$ cat config.mk
export PLATFORM = sky130hd
export DESIGN_NAME = rtsp_cell
export DESIGN_NICKNAME = d
export VERILOG_FILES = /design/src/rtsp_pkg.sv /design/src/rtsp_cell.sv
export SDC_FILE = /design/constraint.sdc
export NUM_CORES = 1
export LEC_CHECK = 0
export BUFFER_PORTS_ARGS = -buffer_cell sky130_fd_sc_hd__buf_2
export CORE_UTILIZATION = 38
export CTS_BUF_LIST = sky130_fd_sc_hd__clkbuf_4 sky130_fd_sc_hd__clkbuf_8
export DETAILED_ROUTE_END_ITERATION = 16
export GPL_ROUTABILITY_DRIVEN = 0
export PLACE_DENSITY_LB_ADDON = 0.1
export SLEW_MARGIN = 20
export SYNTH_ARGS = -nofsm -noshare
export SYNTH_HDL_FRONTEND = slang
export SYNTH_SLANG_ARGS = --single-unit
$ cat constraint.sdc
create_clock -name clock -period 4.98 [get_ports clock]
set_clock_uncertainty 0.1 [all_clocks]
set_input_delay 0.996 -clock clock [delete_from_list [all_inputs] [get_ports clock]]
set_output_delay 0.996 -clock clock [all_outputs]
set_load 0.005 [all_outputs]
$ cat src/rtsp_pkg.sv
`default_nettype none

package rtsp_pkg;

   localparam int TILE_W       = 10;
   localparam int REF_W        = 16;
   localparam int STATUS_W     = 2;
   localparam int OUT_SLOT_W   = 6;
   localparam int KIND_W       = 2;
   localparam int SLOT_COUNT_W = 7;
   localparam int TILE_COUNT_W = 11;
   localparam int CSR_IDX_W    = 1;
   localparam int CSR_DATA_W   = 11;

   localparam logic [REF_W-1:0] REF_MAX = '1;

   localparam logic [STATUS_W-1:0] STATUS_DONE  = 2'd0;
   localparam logic [STATUS_W-1:0] STATUS_ERROR = 2'd1;
   localparam logic [STATUS_W-1:0] STATUS_FULL  = 2'd2;

   localparam logic [CSR_IDX_W-1:0] CSR_SLOT_COUNT = 1'd0;
   localparam logic [CSR_IDX_W-1:0] CSR_TILE_COUNT = 1'd1;

   localparam logic [SLOT_COUNT_W-1:0] SLOT_COUNT_RESET = 7'd64;
   localparam logic [TILE_COUNT_W-1:0] TILE_COUNT_RESET = 11'd1024;

   typedef enum logic [KIND_W-1:0] {
      KIND_ATTACH = 2'd0,
      KIND_DETACH = 2'd1,
      KIND_CLEAR  = 2'd2
   } kind_type;

   typedef enum logic [1:0] {
      ST_IDLE,
      ST_SCAN,
      ST_DONE
   } state_type;

   typedef struct packed {
      logic              valid;
      logic              attach;
      logic [TILE_W-1:0] tile;
      logic              hit;
      logic              free_found;
      logic [REF_W-1:0]  refs;
   } token_type;

   typedef struct packed {
      logic              clear;
      logic              claim;
      logic [TILE_W-1:0] tile;
   } cell_cmd_type;

endpackage

`default_nettype wire

$ cat src/rtsp_cell.sv
`default_nettype none

module rtsp_cell #(
   parameter int SLOT_W   = 6,
   parameter int CELL_IDX = 0
) (
   input  wire logic                                  clock,
   input  wire logic                                  reset,
   input  wire logic [rtsp_pkg::SLOT_COUNT_W-1:0]     slot_count,
   input  wire rtsp_pkg::cell_cmd_type                cmd,
   input  wire logic [SLOT_W-1:0]                     claim_slot,
   input  wire rtsp_pkg::token_type                   up_tok,
   input  wire logic [SLOT_W-1:0]                     up_hit_slot,
   input  wire logic [SLOT_W-1:0]                     up_free_slot,
   output rtsp_pkg::token_type                        dn_tok,
   output logic [SLOT_W-1:0]                          dn_hit_slot,
   output logic [SLOT_W-1:0]                          dn_free_slot
);

   localparam int CW = (SLOT_W + 1 > rtsp_pkg::SLOT_COUNT_W) ? SLOT_W + 1
                                                              : rtsp_pkg::SLOT_COUNT_W;
   localparam logic [SLOT_W-1:0] MY_IDX = SLOT_W'(CELL_IDX);
   localparam logic [CW-1:0]     MY_IDX_WIDE = CW'(CELL_IDX);

   logic                               used_ff, used_in;
   logic [rtsp_pkg::TILE_W-1:0]        owner_ff, owner_in;
   logic [rtsp_pkg::REF_W-1:0]         refs_ff, refs_in;
   rtsp_pkg::token_type                tok_ff, tok_in;
   logic [SLOT_W-1:0]                  hit_slot_ff, hit_slot_in;
   logic [SLOT_W-1:0]                  free_slot_ff, free_slot_in;
   logic                               match;
   logic                               in_range;

   assign match    = up_tok.valid && used_ff && !up_tok.hit && (owner_ff == up_tok.tile);
   assign in_range = MY_IDX_WIDE < CW'(slot_count);

   always_comb begin
      used_in      = used_ff;
      owner_in     = owner_ff;
      refs_in      = refs_ff;
      tok_in       = up_tok;
      hit_slot_in  = up_hit_slot;
      free_slot_in = up_free_slot;

      if (match) begin
         if (up_tok.attach) begin
            if (refs_ff != rtsp_pkg::REF_MAX) begin
               refs_in = rtsp_pkg::REF_W'(refs_ff + 1'b1);
            end
         end else if (refs_ff > rtsp_pkg::REF_W'(1)) begin
            refs_in = rtsp_pkg::REF_W'(refs_ff - 1'b1);
         end else begin
            refs_in = '0;
            used_in = 1'b0;
         end
         tok_in.hit  = 1'b1;
         tok_in.refs = refs_in;
         hit_slot_in = MY_IDX;
      end

      if (up_tok.valid && !used_ff && !up_tok.free_found && in_range) begin
         tok_in.free_found = 1'b1;
         free_slot_in      = MY_IDX;
      end

      if (cmd.clear) begin
         used_in = 1'b0;
      end else if (cmd.claim && (claim_slot == MY_IDX)) begin
         used_in  = 1'b1;
         owner_in = cmd.tile;
         refs_in  = rtsp_pkg::REF_W'(1);
      end
   end

   always_ff @(posedge clock) begin
      if (reset) begin
         used_ff <= 1'b0;
         tok_ff  <= '0;
      end else begin
         used_ff <= used_in;
         tok_ff  <= tok_in;
      end
   end

   always_ff @(posedge clock) begin
      owner_ff          <= owner_in;
      refs_ff           <= refs_in;
      hit_slot_ff       <= hit_slot_in;
      free_slot_ff      <= free_slot_in;
   end

   assign dn_tok       = tok_ff;
   assign dn_hit_slot  = hit_slot_ff;
   assign dn_free_slot = free_slot_ff;

endmodule

`default_nettype wire

== Word-level counts from Yosys, hierarchy flattened ==
Cells that the tools add are included.

* Bits in registers: 69
* Input port bits: 69
* Output and inout port bits: 42
* Word-level logic and storage cells: 48

* Add/sub/neg operators: 2
* Order comparisons: 2
* Equality and inequality tests: 4
* Muxes and demuxes: 13
* Bitwise gates (word level): 1
* Reduce and logical (&&, ||, !) cells: 15

{| class="wikitable"
|+ Operators with widths
! operator !! count
|-
| $mux 16 || 7
|-
| $add 16x1->16 const B || 1
|-
| $gt 16x1->1 const B || 1
|-
| $ne 16x16->1 const B || 1
|-
| $sub 16x1->16 const B || 1
|-
| $eq 10x10->1 || 1
|-
| $logic_and 1x1->1 || 7
|-
| $lt 1x7->1 const A || 1
|-
| $logic_not 6->1 || 1
|-
| $mux 1 || 6
|-
| $ne 2x1->1 const B || 2
|-
| $logic_not 1->1 || 3
|-
| $reduce_and 3->1 || 1
|-
| $reduce_and 2->1 || 1
|-
| $reduce_bool 2->1 || 1
|-
| $reduce_or 2->1 || 1
|-
| $not 1->1 || 1
|}

== Longest topological paths before layout ==
* Depth in word-level cells: 6
* Mapped depth: 8
* Mapped depth without buffers: 7

== Least setup slack after synthesis ==
OpenSTA, ideal clock, no wires.

* Path type: input to register
* Start: in claim_slot[2]
* End: reg owner_ff[0] (netlist name), enable pin
* Library setup time: 0.379 ns
* Arrival time: 2.239 ns
* Data required time: 4.501 ns
* Path slack: 2.262 ns
* Stages on the path: 5
* Buffers on the path: 1
* Path through: nor4b_1 > nand2_1 > or2_2 > inv_1 > clkbuf_1

* Cells in the longest elaborated chain, start to end: 3

{| class="wikitable"
|+ Ends and longest elaborated chain
! element !! RTL line !! source
|-
| start: declaration || rtsp_cell.sv:11 || <nowiki>input wire logic [SLOT_W-1:0] claim_slot,</nowiki>
|-
| $logic_not 6->1 || rtsp_cell.sv:68 || <nowiki>end else if (cmd.claim && (claim_slot == MY_IDX)) begin</nowiki>
|-
| $logic_and 1x1->1 || rtsp_cell.sv:68 ||
|-
| $reduce_and 2->1 (no source line) || n/a ||
|-
| end signal: assignment || rtsp_cell.sv:86 || <nowiki>owner_ff <= owner_in;</nowiki>
|-
| end: declaration || rtsp_cell.sv:26 || <nowiki>logic [rtsp_pkg::TILE_W-1:0] owner_ff, owner_in;</nowiki>
|}

No other way between the ends.
A chain may end at the register's enable or synchronous reset.

== Final worst setup path ==
* Start: in claim_slot[2]
* End: reg owner_ff[9] (netlist name), enable pin

Same word-level chain as after synthesis.

==> results.yml <==
run_status:
  status: "finished clean"
pwr:
  swShare_pct: 25.6
  p_int_w: 0.000920
  power_w: 0.00124
  leakagePower_nw: 1.71
  combPwrFrac_pct: 11.9
  netSwitchingPower_w: 0.000316
  power.density_nw_per_um2: 295
  power_frac_clock_pct: 39.1
  ir_drop_v: 0.000124
  power_frac_seq_pct: 49.0
setup_path:
  crit_arrival_ps: 2620
  max_stage_delay_ps: 680
  crit_chain: "buf_2 -> nor4b_1 -> nand2_1 -> or2_2 -> inv_1"
  end_kind: "flip-flop"
  critPathTopFamily: "simple AND/OR/NAND/NOR gates"
  crit_type: "input pin to flip-flop"
  start_kind: "input pin"
  crit_fanout: 20
  required_ps: 4850
  rrSetupSlack_ps: 2300
  reg2reg_depth: 5
  cp.depth: 5
  path_buf_inv: 2
  r2r-start: "refs_ff[7]"
  cp_slowest_cell: "inv_1"
  r2r_end: "refs_ff[10]"
  crit_start: "claim_slot[2]"
  critical_path.endpoint: "owner_ff[9]"
final_layout:
  fin_util_pct: 47.9
  num-fill-cells: 897
  final_nets: 536
  ff_latch_area_um2: 1480
  finalNonFillerCells: 577
  multi_input_area_um2: 1760
  antennaDiodeCount: 0
  area_delta_synth_final_pct: 21.6
  drive_gt1_share_pct: 31.3
clock_network:
  post_cts_resized: 0
  numCtsBuffers: 9
  clkTransAtPathRegs_ps: 70
  htree_levels: 3
  post_cts_buffers: 0
  cts_hold_buffers: 0
  clock_sinks: 69
  clk_latency_ps: 350
  clockBufferDepth: 2
  cts_root_buffer: "clkbuf_8"
  cts_tree: "built"
drt:
  viasPerCell: 5.72
  vias: 3302
  postRouteAntennaNets: 0
  drt-wirelength-per-cell_um: 16.7
  drtPass1Iterations: 5
  post-route-drc-count: 0
  drtIter0Drc: 192
  routed_wl_mm: 9.62
global_routing:
  grt_pass1_vias: 2985
  grt_start_max_net_pins: 30
  track_usage_pct: 20.4
  grt_overflow: 0
  antenna_found_initial: 0
  grt_pass1_wl_mm: 15.3
synthesis:
  synth_fp_nets: 446
  ys.flop_type: "dfxtp_1"
  synth-seq-area-share_pct: 42.9
  synthCells: 374
  synth-simple-area-share_pct: 25.3
  synth_top_area_share_pct: 34.2
  yosys.area.top_type: "dfxtp_1"
  yosysUniqueCellTypes: 61
  synth_top_family_by_area: "simple AND/OR/NAND/NOR gates"
  synthMuxAreaShare_pct: 0.580
  synth_adder_area_share_pct: 1.09
  ys_ff_latch: 69
  yosys_warnings: 0
  synth-compound-area-share_pct: 20.0
  synth_edf_count: 10
  async_flop_share_pct: 0
  syn_area_per_cell_um2: 9.23
  synthXorXnorAreaFrac_pct: 3.81
  netlist_area_um2: 3450
  synth.area.top_cells: "dfxtp_1 34%, edfxtp_1 8.7%, nor2b_1 3.3%"
floorplanning:
  dieArea_um2: 9470
  die_y_um: 97.3
  initial_utilization_pct: 39.4
  core_area_um2: 8760
  row_count: 34
  die_x_um: 97.3
  num_io_pins: 111
min_path:
  min_path_type: "flip-flop to flip-flop"
  worstHoldStart: "used_ff"
  holdPathStages: 2
timing:
  rsz0062_at_grt: "no"
  setup_viol: 0
  final.min_clock_period_ps: 2740
  fin_setup_tns_ps: 0
  period_share_pct: 55.1
  max-slew-margin-rel_pct: 42.3
  worstMarginPinSlew_ps: 864
  finalHoldViolCount: 0
  drv_slew: 0
  fmax_ghz: 0.364
placement:
  dp_hpwl_mm: 6.63
  dpl.cell_count: 561
  numPortBuffers: 110
run:
  cap_viol_max_count: 0
[worst min-delay path by stage]
stage                     endpoint  slack [ps]
after floorplan            used_ff         370
after global placement     used_ff         400
after detailed placement   used_ff         400
after CTS                  used_ff         420
after global routing       used_ff         440
final                      used_ff         420
[metal layers]
metal | vias up | wire [µm] | global-route usage, %
met5 | - | 0 | 0
met4 | 0 | 92 | 5.20
met3 | 10 | 709 | 5.18
met2 | 150 | 4300 | 33.0
met1 | 1558 | 4520 | 27.2
li1 | 1584 | - | -
[stage by stage]
stage | instance area [µm²] | hold slack (ps) | setup slack, ps
after floorplan | 3450 | 365 | 2260
after global placement | 3980 | 404 | 1870
after detailed placement | 3980 | 405 | 1830
after CTS | 4190 | 416 | 2210
after global routing | 4200 | 440 | 2070
final | 4200 | 416 | 2240
[cell usage after synthesis (3+ instances only)]
cell,number
dfxtp_1,59
o41ai_1,5
edfxtp_1,10
nor4b_1,3
nand2_1,24
nor2b_1,18
a31o_2,3
a211oi_1,10
o32ai_1,7
o211ai_1,5
clkbuf_1,14
a2111oi_2,3
ha_1,3
and4_1,4
a41oi_1,3
buf_6,3
nor2_1,17
xnor2_1,11
a31oi_1,5
o2111ai_1,3
xor2_1,4
buf_2,15
and2_1,6
nand4b_1,3
nand4_1,13
nor4_1,4
nand3_1,16
or4_1,4
o21ai_0,17
nor4_2,4
and3_1,5
nor3_1,14
inv_1,13
a21oi_1,14
[worst reg2reg max path, stage by stage (launching register included)]
cell and delay [ps]:
dfxtp_1 460, nor4_4 500, and3_1 620, nand3_1 410
nand2_1 310, o32ai_1 120
[power groups by stage]
| stage | sequential [W] | clock (W) | combinational [W] |
|---|---|---|---|
| global route | 0.000610 | 0.000519 | 0.000162 |
| global placement | 0.000619 | 0 | 0.000144 |
| floorplan | 0.000613 | 0 | 0.0000880 |
| detailed placement | 0.000619 | 0 | 0.000146 |
| CTS | 0.000606 | 0.000497 | 0.000147 |
| finish | 0.000606 | 0.000483 | 0.000147 |
[cells by family (layout without fill, tap and decap cells)]
kind of cell | count (synthesis) | count (layout)
flip-flops | 69 | 69
buffers and inverters | 46 | 141
multiplexers | 2 | 2
AND/OR/NAND/NOR | 146 | 146
XOR/XNOR | 15 | 15
adder cells (fa/ha/maj) | 3 | 3
AO/OA/AOI/OAI | 93 | 93
[cell type report]
type / instances / area share (%)
Clock inverter: 4 / 1.13
Tap cell: 108 / 3.22
Timing Repair Buffer: 112 / 13.5
Sequential cell: 69 / 35.3
Clock buffer: 12 / 3.79
Multi-Input combinational cell: 259 / 41.9
Inverter: 13 / 1.16
[cells in the final DEF, fill, tap and decap left out, types with 13 or more instances in the layout]
cell     synthesis  final
nor3_1          14     14
a21oi_1         14     14
nand3_1         16     16
nand2_1         24     24
buf_2           15    110
inv_1           13     13
o21ai_0         17     17
nand4_1         13     13
nor2_1          17     17
dfxtp_1         59     59
nor2b_1         18     18
[sequential cells by signal, summed over array words and instances, names as in the netlist]
register and count:
refs_ff 16, used_ff 1, dn_hit_slot 6, dn_tok 30, dn_free_slot 6, owner_ff 10
(Power assumes the default switching activity.)
